File: config.mk
export PLATFORM = sky130hd
export DESIGN_NAME = dsmc_dist_map
export DESIGN_NICKNAME = d
export VERILOG_FILES = /design/src/hdl/dsmc_pkg.sv /design/src/hdl/dsmc_dist_map.sv
export SDC_FILE = /design/constraint.sdc
export NUM_CORES = 1
export LEC_CHECK = 0
export BUFFER_PORTS_ARGS = -buffer_cell sky130_fd_sc_hd__clkbuf_2
export CORE_ASPECT_RATIO = 0.75
export CORE_MARGIN = 10
export CORE_UTILIZATION = 28
export CTS_CLUSTER_SIZE = 16
export DETAILED_ROUTE_END_ITERATION = 8
export GPL_ROUTABILITY_DRIVEN = 0
export SYNTH_ARGS = -nofsm -noshare
export SYNTH_HDL_FRONTEND = slang
export SYNTH_SLANG_ARGS = --single-unit
export TNS_END_PERCENT = 50
File: constraint.sdc
create_clock -name clock -period 7.8 [get_ports clock]
set_clock_uncertainty 0.2 [all_clocks]
set_input_delay 1.56 -clock clock [delete_from_list [all_inputs] [get_ports clock]]
set_output_delay 1.56 -clock clock [all_outputs]
set_load 0.005 [all_outputs]
File: src/hdl/dsmc_pkg.sv
// dsmc_pkg: sizes and shared types for the distance set mark checker.
// Used by dsmc_dist_map and distance_set_mark_checker; depends on nothing.
package dsmc_pkg;

   localparam int DIST_RANGE = 1024;
   localparam int MAX_MARKS  = 32;
   localparam int WORD_BITS  = 64;

   localparam int POS_W      = 10;
   localparam int DIST_W     = $clog2(DIST_RANGE);
   localparam int BIT_W      = $clog2(WORD_BITS);
   localparam int NUM_ROWS   = (DIST_RANGE + WORD_BITS - 1) / WORD_BITS;
   localparam int ROW_IDX_W  = DIST_W - BIT_W;
   localparam int MARK_IDX_W = $clog2(MAX_MARKS);
   localparam int COUNT_W    = 6;
   localparam int LIMIT_W    = 11;

   // Requests from the sequencer to the distance bitmap.
   typedef struct packed {
      logic              clear;
      logic              rd_en;
      logic              wr_en;
      logic [DIST_W-1:0] delta;
   } dsmc_map_ctl_type;

endpackage

File: src/hdl/dsmc_dist_map.sv
// dsmc_dist_map: used-distance bitmap, rows of WORD_BITS in a memory,
// with a valid flop per row so that a clear empties all rows at once. Depends on dsmc_pkg.
module dsmc_dist_map
   import dsmc_pkg::*;
(
   input  logic             clock,
   input  logic             reset,
   input  dsmc_map_ctl_type ctl,
   output logic             hit
);

   logic [WORD_BITS-1:0] rows_mem [NUM_ROWS];
   logic [NUM_ROWS-1:0]  row_valid_ff;
   logic [NUM_ROWS-1:0]  row_valid_in;
   logic [WORD_BITS-1:0] row_data_ff;
   logic                 row_vld_ff;
   logic [DIST_W-1:0]    dist_ff;
   logic [WORD_BITS-1:0] wr_row;
   logic [ROW_IDX_W-1:0] rd_row;
   logic [ROW_IDX_W-1:0] wr_row_idx;

   assign rd_row     = ctl.delta[DIST_W-1:BIT_W];
   assign wr_row_idx = dist_ff[DIST_W-1:BIT_W];

   // Merge the set bit into the row fetched for this distance.
   assign wr_row = (row_vld_ff ? row_data_ff : '0)
                 | ({{(WORD_BITS-1){1'b0}}, 1'b1} << dist_ff[BIT_W-1:0]);
   assign hit    = row_vld_ff & row_data_ff[dist_ff[BIT_W-1:0]];

   always_comb begin
      row_valid_in = row_valid_ff;
      if (ctl.clear) begin
         row_valid_in = '0;
      end else if (ctl.wr_en) begin
         row_valid_in[wr_row_idx] = 1'b1;
      end
   end

   always_ff @(posedge clock) begin
      if (reset) begin
         row_valid_ff <= '0;
      end else begin
         row_valid_ff <= row_valid_in;
      end
   end

   always_ff @(posedge clock) begin
      if (ctl.wr_en) begin
         rows_mem[wr_row_idx] <= wr_row;
      end
      if (ctl.rd_en) begin
         row_data_ff <= rows_mem[rd_row];
         row_vld_ff  <= row_valid_ff[rd_row];
         dist_ff     <= ctl.delta;
      end
   end

endmodule

==> impl_metrics.csv <==
group,metric,value,unit
routing,vias,19432,
logic_synthesis,ys_seq_area_share,78.42,%
logic_synthesis,syn_area,42490,um^2
logic_synthesis,synth.distinct_cells,29,
cells_and_area,final_common_cell,"edfxtp_1",
clock_tree,cts_sinks,1115,
global_route,antenna_found_initial,2,
worst_setup_path,critPathKind,"reg -> out",
logic_synthesis,synth_seq_cells,1115,
floorplan,placementRows,123,
sta,slew_headroom,14.95,%
sta,setup_viol,0,
worst_setup_path,arrival,3220,ps
clock_tree,path_clk_slew,60,ps
routing,wirelength,102600,um
cells_and_area,drive_above_1_share,31.25,%
logic_synthesis,yosys-top-cells-area,"edfxtp_1 (78%), mux4_2 (18%), a32o_1 (0.75%), dfxtp_1 (0.75%), clkbuf_1 (0.55%)",
logic_synthesis,avgSynthCellArea,24.85,um^2
global_route,grt_pass1_vias,19762,
worst_setup_path,cp_cell_sequence,"nand2b_1 -> o22ai_1 -> a211oi_1 -> o2111a_1 -> clkbuf_2",
routing,ant_nets,0,
sta,period_share,63.83,%
sta,finalHoldViolCount,0,
cells_and_area,design_area,48590,um^2
floorplan,io_pins,16,
clock_tree,cts_tree,"built",
cells_and_area,syn2layout_area_growth,14.35,%
routing,vias_per_cell,5.016,
worst_setup_path,critical-path-slowest-cell,"edfxtp_1",
routing,drtPass1Iterations,5,
logic_synthesis,yosysWarnings,0,
place,dp_slack,3181,ps
global_route,grt_overflow,0,
global_route,grt_start_max_net_pins,110,
logic_synthesis,syn-num-nets,1725,
sta,tightest_slew,1267,ps
worst_setup_path,cp-end-kind,"output pin",
flow_run,drv_cap,0,
clock_tree,cts_buffers,101,
cells_and_area,layout_common_cells,"edfxtp_1 (1099), mux4_2 (343), clkbuf_16 (104), buf_4 (58), a32o_1 (32)",
routing,drt_iter0_drc,2538,
place,placed_cell_area,45320,um^2
worst_setup_path,slowest_delay,830,ps
sta,tns,0,ps
logic_synthesis,synth_top_area_share,77.67,%
worst_setup_path,path_max_fanout,14,
cells_and_area,fin_cells,3874,
global_route,grt_usage,11.92,%
worst_setup_path,worstPathRequired,6040,ps
routing,drc,0,
place,port_buffers,15,
floorplan,dieArea,167900,um^2
place,dp_hpwl,52480,um
pwr,vdd_drop_max,0.2099,mV
clock_tree,cts_resized,0,
global_route,grt_pass1_wl,146800,um
floorplan,die_w,469.8,um
clock_tree,cts_setup_buffers,0,
logic_synthesis,synthCells,1710,
sta,slew_violations,0,
run_status,outcome,"finished clean",
place,placedCellCount,3688,
clock_tree,hold_buffers,0,
pwr,power_density,255.2,nW/um^2
hold_path,hold_class,"reg -> reg",
sta,setup_ws,2821,ps
floorplan,dieHeight,357.4,um
sta,rsz0062_at_grt,"no",
clock_tree,htreeDepth,3,
floorplan,core-area,150400,um^2
pwr,leakagePower,0.01481,uW
clock_tree,root_buffer,"clkbuf_16",
cells_and_area,nets,1806,
clock_tree,worst_skew_pair.late_latency,690,ps
worst_setup_path,startpoint_type,"flip-flop",
logic_synthesis,synth_top_cell_by_area,"edfxtp_1",
worst_setup_path,path_buf_inv,1,
sta,post-route-min-period,4979,ps
routing,wl_per_cell,26.50,um
clock_tree,clk_path_buf_depth,3,
sta,fmax,200.8,MHz
floorplan,initial_utilization,28.26,%
worst_setup_path,cp_top_family,"compound AO/OA/AOI/OAI gates",
through the flow:
step / hold WS [ps] / power, uW / utilization [%]
detailed placement: 253.0 / 7614 / 30.14
finish: 268.2 / 12400 / 32.31
floorplan: 235.4 / 7342 / -
global placement: 241.7 / 7593 / 30.14
CTS: 268.1 / 12510 / 32.31
global route: 275.8 / 12780 / 32.31
worst paths after layout:
path	start	to	slack, ps	cells past startpoint
max	dist_ff[2]	hit	2820	5
min	row_valid_ff[1]	row_valid_ff[1]	270	1
max reg2reg	dist_ff[1]	rows_mem[12][60]	4360	5
min reg2reg	row_valid_ff[1]	row_valid_ff[1]	270	1
state kept, by name, summed over array words and instances, names as in the netlist:
name,cells
row_data_ff,64
row_valid_ff,16
rows_mem,1024
dist_ff,10
row_vld_ff,1
metal layers:
layer	up-vias	global-route usage, %	share of wire (%)
li1	7659	-	-
met1	10762	16.93	43
met2	868	18.23	46
met3	141	3.387	9.0
met4	2	2.557	1.9
met5	-	0	0.011
report_power, final:
group	switching (uW)	leakage, uW	internal, uW	total [uW]
Combinational	405	0.00291	266	671
Sequential	70.2	0.0103	6740	6810
Clock	2130	0.00160	2780	4920
worst register-to-register path: cells and delay by family (launching register included):
kind                   cells  cell delay, ps
AO/OA/AOI/OAI              1             980
AND/OR/NAND/NOR            2             880
buffers and inverters      2             650
flip-flops                 1             370
layout make-up:
type	instances	area (um^2)
Antenna cell	2	5.005
Clock buffer	129	2746
Clock inverter	55	515.5
Fill cell	13889	101800
Multi-Input combinational cell	498	8890
Sequential cell	1115	33320
Tap cell	2000	2502
Timing Repair Buffer	75	606.8
cells by family after synthesis:
kind of cell | synth area share (%)
AOI/OAI and AO/OA | 1.646
buffers and inverters | 0.9305
DFF | 78.42
muxes | 18.23
and+or+nand+nor | 0.7744
synthesized netlist by cell type:
| master | count |
|---|---|
| edfxtp_1 | 1099 |
| mux4_2 | 343 |
| clkbuf_1 | 62 |
| a32o_1 | 32 |
| buf_2 | 22 |
| nand2_1 | 22 |
| nor2_1 | 18 |
| a22o_1 | 16 |
| dfxtp_1 | 16 |
| o21a_1 | 16 |
| o21ai_0 | 16 |
| buf_1 | 12 |
| nor2b_1 | 6 |
| nand2b_1 | 5 |
| nor3_1 | 5 |
| and2_1 | 4 |
| nand3_1 | 2 |
| nand3b_1 | 2 |
| o22ai_1 | 2 |
| a211oi_1 | 1 |
| a21boi_0 | 1 |
| and4b_1 | 1 |
| buf_4 | 1 |
| mux2_2 | 1 |
| mux2i_1 | 1 |
| nor4bb_1 | 1 |
| o2111a_1 | 1 |
| or2_2 | 1 |
| or3b_2 | 1 |
Note: power is estimated with default switching activity, not from simulation.
